$ cat src/hw/rtl/eip_pkg.sv
// ----------------------------------------------------------------------------
// eip_pkg
// Shared widths, codes, control types, curve step programs and the sine table.
// ----------------------------------------------------------------------------
package eip_pkg;

    localparam int FRAC_BITS        = 16;
    localparam int SINE_TABLE_DEPTH = 1024;

    localparam int QW  = FRAC_BITS + 1;
    localparam int PW  = FRAC_BITS + 5;
    localparam int MW  = QW + PW + 1;
    localparam int SAW = $clog2(SINE_TABLE_DEPTH + 1);
    localparam int CW  = $clog2(FRAC_BITS);
    localparam int BW  = 32 + QW + 1;
    localparam int AW  = BW + 1;
    localparam int EW  = 25;
    localparam int DW  = 24;
    localparam int STW = 16;
    localparam int IW  = 2;

    localparam logic [QW-1:0] ONE_Q  = QW'(1) << FRAC_BITS;
    localparam logic [QW-1:0] HALF_Q = QW'(1) << (FRAC_BITS - 1);

    localparam longint unsigned PIOVER2_Q30 = 64'd1686629713;
    localparam longint unsigned Q30_HALF    = 64'd1 << 29;
    localparam longint unsigned SINE_DIV [1:9] = '{
        64'd6, 64'd20, 64'd42, 64'd72, 64'd110, 64'd156, 64'd210, 64'd272, 64'd342
    };

    localparam logic [IW-1:0] CFG_START    = 2'd0;
    localparam logic [IW-1:0] CFG_END      = 2'd1;
    localparam logic [IW-1:0] CFG_DURATION = 2'd2;
    localparam logic [IW-1:0] CFG_CURVE    = 2'd3;

    localparam logic [3:0] MODE_LINEAR       = 4'd0;
    localparam logic [3:0] MODE_SMOOTH       = 4'd1;
    localparam logic [3:0] MODE_SMOOTHER     = 4'd2;
    localparam logic [3:0] MODE_DBL_SMOOTH   = 4'd3;
    localparam logic [3:0] MODE_DBL_SMOOTHER = 4'd4;
    localparam logic [3:0] MODE_ACCEL        = 4'd5;
    localparam logic [3:0] MODE_DECEL        = 4'd6;
    localparam logic [3:0] MODE_CUBE_ACCEL   = 4'd7;
    localparam logic [3:0] MODE_CUBE_DECEL   = 4'd8;
    localparam logic [3:0] MODE_SINE         = 4'd9;

    typedef enum logic [1:0] {
        REQ_TICK    = 2'd0,
        REQ_START   = 2'd1,
        REQ_STOP    = 2'd2,
        REQ_RESTART = 2'd3
    } t_req;

    typedef enum logic [4:0] {
        OP_NONE,
        OP_FILL,
        OP_LATCH,
        OP_DIV_INIT,
        OP_DIV_STEP,
        OP_MUL_XX,
        OP_MUL_AX,
        OP_SMOOTH,
        OP_SMOOTHER,
        OP_TAKE_A,
        OP_TAKE_B,
        OP_REFLECT,
        OP_SINE_ADDR,
        OP_SINE_LOAD,
        OP_BLEND1,
        OP_BLEND2,
        OP_COMMIT,
        OP_END
    } t_op;

    typedef struct packed {
        t_op op;
    } t_cmd;

    typedef struct packed {
        logic       tick_active;
        logic       el_ge_dur;
        logic       div_last;
        logic       fill_last;
        logic       out_busy;
        logic [3:0] curve_mode;
    } t_status;

    typedef logic [QW-1:0] t_sine_rom [0:SINE_TABLE_DEPTH];

    function automatic t_sine_rom build_sine();
        t_sine_rom       rom;
        longint unsigned iu;
        longint unsigned th;
        longint unsigned th2;
        longint unsigned term;
        longint unsigned pos;
        longint unsigned neg;
        longint unsigned s;
        longint unsigned e;
        for (int i = 0; i <= SINE_TABLE_DEPTH; i++) begin
            iu   = 64'(i);
            th   = PIOVER2_Q30 * iu / SINE_TABLE_DEPTH;
            th2  = (th * th) >> 30;
            term = th;
            pos  = th;
            neg  = 0;
            for (int k = 1; k <= 9; k++) begin
                term = ((term * th2) >> 30) / SINE_DIV[k];
                if (k[0]) begin
                    neg = neg + term;
                end else begin
                    pos = pos + term;
                end
            end
            s = (pos > neg) ? pos - neg : 64'd0;
            e = ((s << FRAC_BITS) + Q30_HALF) >> 30;
            if (e > 64'(ONE_Q)) begin
                e = 64'(ONE_Q);
            end
            rom[i] = QW'(e);
        end
        return rom;
    endfunction

    localparam t_sine_rom SINE_ROM = build_sine();

    function automatic t_op shape_op(input logic [3:0] mode, input logic [2:0] pc);
        t_op op;
        op = OP_END;
        unique case (mode)
            MODE_SMOOTH: begin
                unique case (pc)
                    3'd0:    op = OP_MUL_XX;
                    3'd1:    op = OP_SMOOTH;
                    default: op = OP_END;
                endcase
            end
            MODE_SMOOTHER: begin
                unique case (pc)
                    3'd0:    op = OP_MUL_XX;
                    3'd1:    op = OP_MUL_AX;
                    3'd2:    op = OP_SMOOTHER;
                    default: op = OP_END;
                endcase
            end
            MODE_DBL_SMOOTH: begin
                unique case (pc)
                    3'd0:    op = OP_MUL_XX;
                    3'd1:    op = OP_SMOOTH;
                    3'd2:    op = OP_MUL_XX;
                    3'd3:    op = OP_SMOOTH;
                    default: op = OP_END;
                endcase
            end
            MODE_DBL_SMOOTHER: begin
                unique case (pc)
                    3'd0:    op = OP_MUL_XX;
                    3'd1:    op = OP_MUL_AX;
                    3'd2:    op = OP_SMOOTHER;
                    3'd3:    op = OP_MUL_XX;
                    3'd4:    op = OP_MUL_AX;
                    3'd5:    op = OP_SMOOTHER;
                    default: op = OP_END;
                endcase
            end
            MODE_ACCEL: begin
                unique case (pc)
                    3'd0:    op = OP_MUL_XX;
                    3'd1:    op = OP_TAKE_A;
                    default: op = OP_END;
                endcase
            end
            MODE_DECEL: begin
                unique case (pc)
                    3'd0:    op = OP_REFLECT;
                    3'd1:    op = OP_MUL_XX;
                    3'd2:    op = OP_TAKE_A;
                    3'd3:    op = OP_REFLECT;
                    default: op = OP_END;
                endcase
            end
            MODE_CUBE_ACCEL: begin
                unique case (pc)
                    3'd0:    op = OP_MUL_XX;
                    3'd1:    op = OP_MUL_AX;
                    3'd2:    op = OP_TAKE_B;
                    default: op = OP_END;
                endcase
            end
            MODE_CUBE_DECEL: begin
                unique case (pc)
                    3'd0:    op = OP_REFLECT;
                    3'd1:    op = OP_MUL_XX;
                    3'd2:    op = OP_MUL_AX;
                    3'd3:    op = OP_TAKE_B;
                    3'd4:    op = OP_REFLECT;
                    default: op = OP_END;
                endcase
            end
            MODE_SINE: begin
                unique case (pc)
                    3'd0:    op = OP_SINE_ADDR;
                    3'd1:    op = OP_SINE_LOAD;
                    default: op = OP_END;
                endcase
            end
            default: op = OP_END;
        endcase
        return op;
    endfunction

endpackage

$ cat src/hw/rtl/eip_ctrl.sv
// ----------------------------------------------------------------------------
// eip_ctrl
// Sequencer for table fill, request capture, division, curve steps and commit.
// ----------------------------------------------------------------------------
module eip_ctrl (
    input  logic             i_clk,
    input  logic             i_rst_n,
    input  logic             i_in_valid,
    output logic             o_in_stall,
    input  eip_pkg::t_status i_status,
    output eip_pkg::t_cmd    o_cmd
);
    import eip_pkg::*;

    typedef enum logic [7:0] {
        S_FILL     = 8'b0000_0001,
        S_IDLE     = 8'b0000_0010,
        S_DIV_INIT = 8'b0000_0100,
        S_DIV      = 8'b0000_1000,
        S_SHAPE    = 8'b0001_0000,
        S_BLEND1   = 8'b0010_0000,
        S_BLEND2   = 8'b0100_0000,
        S_COMMIT   = 8'b1000_0000
    } t_state;

    t_state     r_state;
    t_state     n_state;
    logic [2:0] r_pc;
    logic [2:0] n_pc;
    t_op        step_op;

    assign step_op = shape_op(i_status.curve_mode, r_pc);

    always_comb begin
        n_state  = r_state;
        n_pc     = r_pc;
        o_cmd.op = OP_NONE;
        unique case (r_state)
            S_FILL: begin
                o_cmd.op = OP_FILL;
                if (i_status.fill_last) begin
                    n_state = S_IDLE;
                end
            end
            S_IDLE: begin
                if (i_in_valid) begin
                    o_cmd.op = OP_LATCH;
                    n_state  = S_DIV_INIT;
                end
            end
            S_DIV_INIT: begin
                n_pc = '0;
                if (!i_status.tick_active) begin
                    n_state = S_COMMIT;
                end else begin
                    o_cmd.op = OP_DIV_INIT;
                    n_state  = i_status.el_ge_dur ? S_SHAPE : S_DIV;
                end
            end
            S_DIV: begin
                o_cmd.op = OP_DIV_STEP;
                if (i_status.div_last) begin
                    n_state = S_SHAPE;
                end
            end
            S_SHAPE: begin
                o_cmd.op = step_op;
                n_pc     = r_pc + 3'd1;
                if (step_op == OP_END) begin
                    n_state = S_BLEND1;
                end
            end
            S_BLEND1: begin
                o_cmd.op = OP_BLEND1;
                n_state  = S_BLEND2;
            end
            S_BLEND2: begin
                o_cmd.op = OP_BLEND2;
                n_state  = S_COMMIT;
            end
            S_COMMIT: begin
                if (!i_status.out_busy) begin
                    o_cmd.op = OP_COMMIT;
                    n_state  = S_IDLE;
                end
            end
            default: n_state = S_IDLE;
        endcase
    end

    always_ff @(posedge i_clk) begin
        if (!i_rst_n) begin
            r_state <= S_FILL;
            r_pc    <= '0;
        end else begin
            r_state <= n_state;
            r_pc    <= n_pc;
        end
    end

    assign o_in_stall = r_state != S_IDLE;

endmodule

$ cat config.mk
export PLATFORM = sky130hd
export DESIGN_NAME = eip_ctrl
export DESIGN_NICKNAME = d
export VERILOG_FILES = /design/src/hw/rtl/eip_pkg.sv /design/src/hw/rtl/eip_ctrl.sv
export SDC_FILE = /design/constraint.sdc
export NUM_CORES = 1
export LEC_CHECK = 0
export BUFFER_PORTS_ARGS = -buffer_cell sky130_fd_sc_hd__buf_2
export CORE_MARGIN = 4
export CORE_UTILIZATION = 40
export CTS_CLUSTER_SIZE = 24
export DETAILED_ROUTE_END_ITERATION = 10
export PLACE_DENSITY_LB_ADDON = 0.08
export REMOVE_ABC_BUFFERS = 1
export SLEW_MARGIN = 10
export SYNTH_ARGS = -nofsm -noshare
export SYNTH_HDL_FRONTEND = slang
export SYNTH_SLANG_ARGS = --single-unit
$ cat constraint.sdc
create_clock -name i_clk -period 3 [get_ports i_clk]
set_input_delay 0 -clock i_clk [delete_from_list [all_inputs] [get_ports i_clk]]
set_output_delay 0 -clock i_clk [all_outputs]
set_load 0.1 [all_outputs]
Word level (Yosys, flattened, before mapping). Cells that the tools add are included.

Register bits: 11. Input port bits: 12. Output and inout bits: 6. Logic and storage cells: 64.

Add/subtract/negate cells: 1. Eq/ne operators: 29. Multiplexer cells: 23. Reduce and logical (&&, ||, !) cells: 9.

Operator list (number): $pmux W8 S8 (1); $pmux W5 S3 (4); $mux W8 (6); $pmux W5 S9 (1); $pmux W5 S2 (4); $pmux W5 S8 (1); $pmux W5 S4 (1); $eq A4 B3 Y1 const B (4); $reduce_or A2 Y1 (6); $mux W5 (2); $ne A2 B2 Y1 const B (5); $eq A4 B2 Y1 const B (2); $eq A4 B4 Y1 const B (2); $eq A8 B1 Y1 const B (1); $eq A8 B2 Y1 const B (1); $eq A8 B3 Y1 const B (1); $eq A8 B4 Y1 const B (1); $eq A8 B5 Y1 const B (1); $eq A8 B6 Y1 const B (1); $eq A8 B7 Y1 const B (1); $eq A8 B8 Y1 const B (1); $ne A8 B2 Y1 const B (1); $eq A3 B2 Y1 const B (2); $eq A3 B3 Y1 const B (2); 9 further kinds (10).

Depth between registers and ports, before layout.
Depth in word-level cells: 7. Mapped depth: 10. Gate-level depth less buffers: 8.

Worst setup path before layout. OpenSTA, ideal clock, no wires.

Kind: register to output. From: register r_state[0]. To: output port o_cmd[1] (netlist bit). Arrival time: 3341 ps. Data required time: 3000 ps. Setup slack: -341 ps. Stages on the path, launching flop included: 6. Buffers on the path: 1. Cells stage by stage: dfxtp_1 or4_4 or2_1 or3b_1 clkbuf_4 o2111ai_1.

RTL lines: from (decl) (line eip_ctrl.sv:26) `t_state r_state;`; from (signal assigned) (line eip_ctrl.sv:96) `r_state <= n_state;`; to (decl) (line eip_ctrl.sv:11) `output eip_pkg::t_cmd o_cmd`.

Final worst setup path.
From: register r_pc[1]. To: register r_state[6].

Longest elaborated chain between the ends: 7. Elaborated cells between the ends (all ways): 25. Classes of those cells: eq/ne: 7; mux: 10; reduce/logical: 8.

Ends and longest elaborated chain: from (decl) (line eip_ctrl.sv:28) `logic [2:0] r_pc;`; from (signal assigned) (line eip_ctrl.sv:97) `r_pc <= n_pc;`; $eq A3 B3 Y1, or another cell as far along (line eip_pkg.sv:156, eip_pkg.sv:191); $reduce_or A2 Y1 (no source line); $pmux W5 S4, or another cell as far along (line eip_pkg.sv:191) `unique case (pc)`; $pmux W5 S9 * (line eip_pkg.sv:130) `unique case (mode)`; $eq A5 B5 Y1 * (line eip_ctrl.sv:69) `if (step_op == OP_END) begin`; $ne A2 B2 Y1 (no source line) *; $reduce_and A5 Y1 (no source line) *.

Mark *: on every way between the ends. The rest lies on a longest branch, timed or not. A chain may end at the register's enable or synchronous reset.

==> results.md <==
- The routed via count is 1365.
- In the finished design, the share of the clock period the worst path needs comes to 0.934.
- The worst hold path passes through 2 cells.
- STA classifies the critical path startpoint as a flip-flop.
- In this run the tightest slew margin relative to its limit is 0.563.
- For the worst setup path, the data required time is 3.17 ns.
- The final routed wirelength across all metal layers is 3.48 mm.
- The type of destination of the critical path is a flip-flop.
- The slowest cell on the critical path is or4_4.
- The total number of clock tree sinks is 11.
- The die is 66.0 µm tall.
- The critical path class is flip-flop to flip-flop.
- The first TritonRoute pass finished after 4 iterations.
- The fraction of final layout cells sized beyond drive strength 1 is 0.172.
- The via-per-instance ratio is 5.78.
- The number of rows created at floorplan is 20.
- The number of buffer and inverter instances along the worst setup path is 1.
- Excluding fillers, the count of instances in the completed layout stands at 236.
- The fill cell total of the finished layout is 322.
- The synthesized design contains 0 enable-type register cells.
- Port buffering added 17 buffers.
- Static timing analysis puts the maximum clock frequency at 357 MHz.
- The maximum number of pins on one net before global-route repair is 27.
- The cell area that synthesis handed to floorplanning was 0.00135 mm².
- The detailed router put a total of 1.48 mm of wire on met1.
- On the worst path, the slowest cell contributes a delay of 0.55 ns.
- After the last flow step, the layout net total stands at 210.
- IR analysis of the VDD net gives a maximum drop of 153 µV.
- The average instance in the mapped netlist occupies 7.40 µm².
- Leaving out fill and tap cells, the most frequent cell in the layout is nor2_1.
- The final number of max-transition violations is 0.
- The die span in x is 66.0 µm.
- Setup violations remaining at the end of the flow were counted as 0.
- The die footprint is 0.00436 mm².
- The first global-routing pass estimated 5.88 mm of wire.
- The global router's overall resource usage is 0.170.
- The share of flip-flops with an asynchronous set or reset after synthesis is 0.
- The clock tree root driver cell is clkbuf_4.
- The share of total power dissipated in the clock network is 0.266.
- The count of final hold-check violations is 1.
- The number of buffers added to fix hold violations after cts is 0.
- For the worst setup path, the data arrival time is 2.97 ns.
- Counting cells, the worst reg-to-reg path comes to 8.
- TritonCTS built the clock tree.
- The clock passes through at most 2 buffers.
- The detailed router finished its first iteration with 179 violations.
- The sum of met2 wire segment lengths after detailed routing is 1.79 mm.
- After clock tree synthesis, the clock-pin slew on the worst setup and hold paths is 0.07 ns.
- The critical path goes through inv_1 > ha_1 > nor2_4 > a2111oi_1 > or3_1 > a22o_1 > or4_4 > a2111oi_4.
- The DRC violations left is 0.
- The congestion estimate from routability-driven global placement came to 0.925.
- In the layout the commonest cells are nor2_1 (22), nand2_1 (17), buf_2 (15).
- The initial utilization of the core area, before any placement, comes to 0.431.
- Detailed placement ended at an HPWL of 2.65 mm.
- At the later pin of the worst-skew pair, clock insertion delay measures 0.27 ns.
- The switching power is 141 µW.
- The proportion of power drawn by flip-flops and latches is 0.401.
- For the finished layout, the period the worst path requires is 2.80 ns.
- The most used flip-flop cell after synthesis is dfxtp_1.
- The leftover overflow at the end of global routing is 0.
- The buffer count from post-CTS setup fixing is 0.
- The initial antenna violation count is 0.
- The number of register bits inferred by synthesis is 11.
- The critical-path maximum fanout is 10.
- The cell type group with the largest total delay on the critical path is simple AND/OR/NAND/NOR gates.
- CTS built an H-tree with a depth of 1.
- The highest layer used for signal routing is met4.
- After routing, the total negative slack on setup checks comes to 0 ns.
- Across the routed clock network, the largest skew measured is 0.00431 ns.
- Counting tap cells, the placed design contains a total of 232 instances.
- The per-cell routed wire length is 14.8 µm.
- For this run, the register share of the synthesized area comes to 0.163.
- In this run the power density over the cells is 267 mW/mm².
- The area of the core is 0.00313 mm².
- The internal power contribution is 241 µW.
- Synthesis instantiated 57 different standard cells from the library.
- Of the total power, the share spent switching nets is 0.369.
- The layout overhead on the synthesized area is 5.94%.
- The final reports fail on hold timing.
- Max-cap violations in this run came to 0.
- The critical path depth is 8.
- For this run, the number of Yosys warnings is 0.
- Buffers inserted during clock tree synthesis total 3.
- The final worst hold slack is -0.000196 ns.
- The tightest min-delay check is of the primary input to flip-flop type.
- The flow ran to the end, but the final reports show violations.
- 18 I/O pins were placed.
- The slew at the pin closest to its max-slew limit is 0.650 ns.
- Setup repair after global routing left no endpoint under its margin.
- The count of antenna diodes in the layout is 0.
- The met3 wire length is 147 µm.
- The share of power burned in combinational logic is 0.333.
- The remaining antenna violation count after routing is 0.
- Synthesis produced a netlist whose cell count is 182.
- The analysis attributes to cell leakage a power of 0.000513 µW.
- The number of global-route vias before repair is 1302.
[metal layers]
metal,vias to the layer above,track usage
li1,684,-
met1,633,0.209
met2,40,0.307
met3,8,0.0153
met4,0,0.0558
met5,-,0
[registers in the layout (all words and copies together), names as in the netlist]
signal	flops
r_pc	3
r_state	8
[layout make-up]
type | count | area (µm²) | share of cell area
Timing Repair Buffer | 18 | 97.6 | 0.0684
Inverter | 6 | 22.5 | 0.0158
Multi-Input combinational cell | 153 | 1010 | 0.705
Tap cell | 44 | 55.1 | 0.0386
Clock buffer | 4 | 26.3 | 0.0184
Sequential cell | 11 | 220 | 0.154
[cells in the mapped netlist, types with 2 or more instances]
cell type / n / area [µm²]
or3b_1: 2 / 17.5
mux2i_1: 2 / 20.0
nor2b_1: 8 / 50.1
or4_4: 2 / 22.5
o32ai_1: 3 / 26.3
a211oi_1: 2 / 15.0
buf_4: 2 / 15.0
o21ai_0: 14 / 70.1
nor2_1: 22 / 82.6
a2111oi_0: 2 / 17.5
buf_6: 4 / 45.0
inv_1: 6 / 22.5
ha_1: 5 / 62.6
or3_1: 4 / 25.0
a21oi_1: 11 / 55.1
nor3_1: 6 / 30.0
a31oi_1: 2 / 12.5
o31a_1: 2 / 17.5
nand3_1: 3 / 15.0
nand2b_1: 8 / 50.1
or4_1: 3 / 22.5
buf_2: 4 / 20.0
nor4_1: 4 / 25.0
xnor2_1: 2 / 17.5
dfxtp_1: 11 / 220
nand2_1: 17 / 63.8
[per-stage QoR]
step / instance area (µm²) / power [µW] / util / worst slack, ns
after floorplan: 1250 / 242 / - / -0.647
final: 1430 / 382 / 0.456 / 0.197
after global placement: 1390 / 282 / 0.446 / 0.281
after CTS: 1420 / 385 / 0.454 / 0.198
after detailed placement: 1390 / 282 / 0.446 / 0.228
after global routing: 1430 / 406 / 0.456 / 0.0142
[power groups by stage]
stage / logic, µW / clock network, µW / registers (µW)
2_1_floorplan: 86.3 / 0 / 156
3_3_place_gp: 125 / 0 / 156
3_5_place_dp: 126 / 0 / 157
4_1_cts: 127 / 105 / 153
5_1_grt: 138 / 113 / 154
6_report: 127 / 102 / 153
[timing repair]
item / in CTS / in global routing
resized for setup: 0 / 3
hold endpoints to repair: 0 / 0
setup endpoints to repair: 0 / 3
[final timing paths]
check / slack, ns / startpoint / endpoint
worst min register to register: 0.62 / r_state[5] / r_state[6]
worst max register to register: 0.20 / r_pc[1] / r_state[6]
worst min-delay path: -0.0002 / i_rst_n / r_state[0]
worst max-delay path: 0.20 / r_pc[1] / r_state[6]
[cells by family (layout without fill, tap and decap cells)]
kind of cell,after synthesis,count (layout),synth area share
buf+inv,18,28,0.0919
xor+xnor,3,3,0.0195
mux,3,3,0.0232
flops,11,11,0.163
fa+ha+maj,5,5,0.0464
compound gates,49,49,0.264
simple gates,93,93,0.392
No activity file was read; power rests on OpenSTA's default activity.
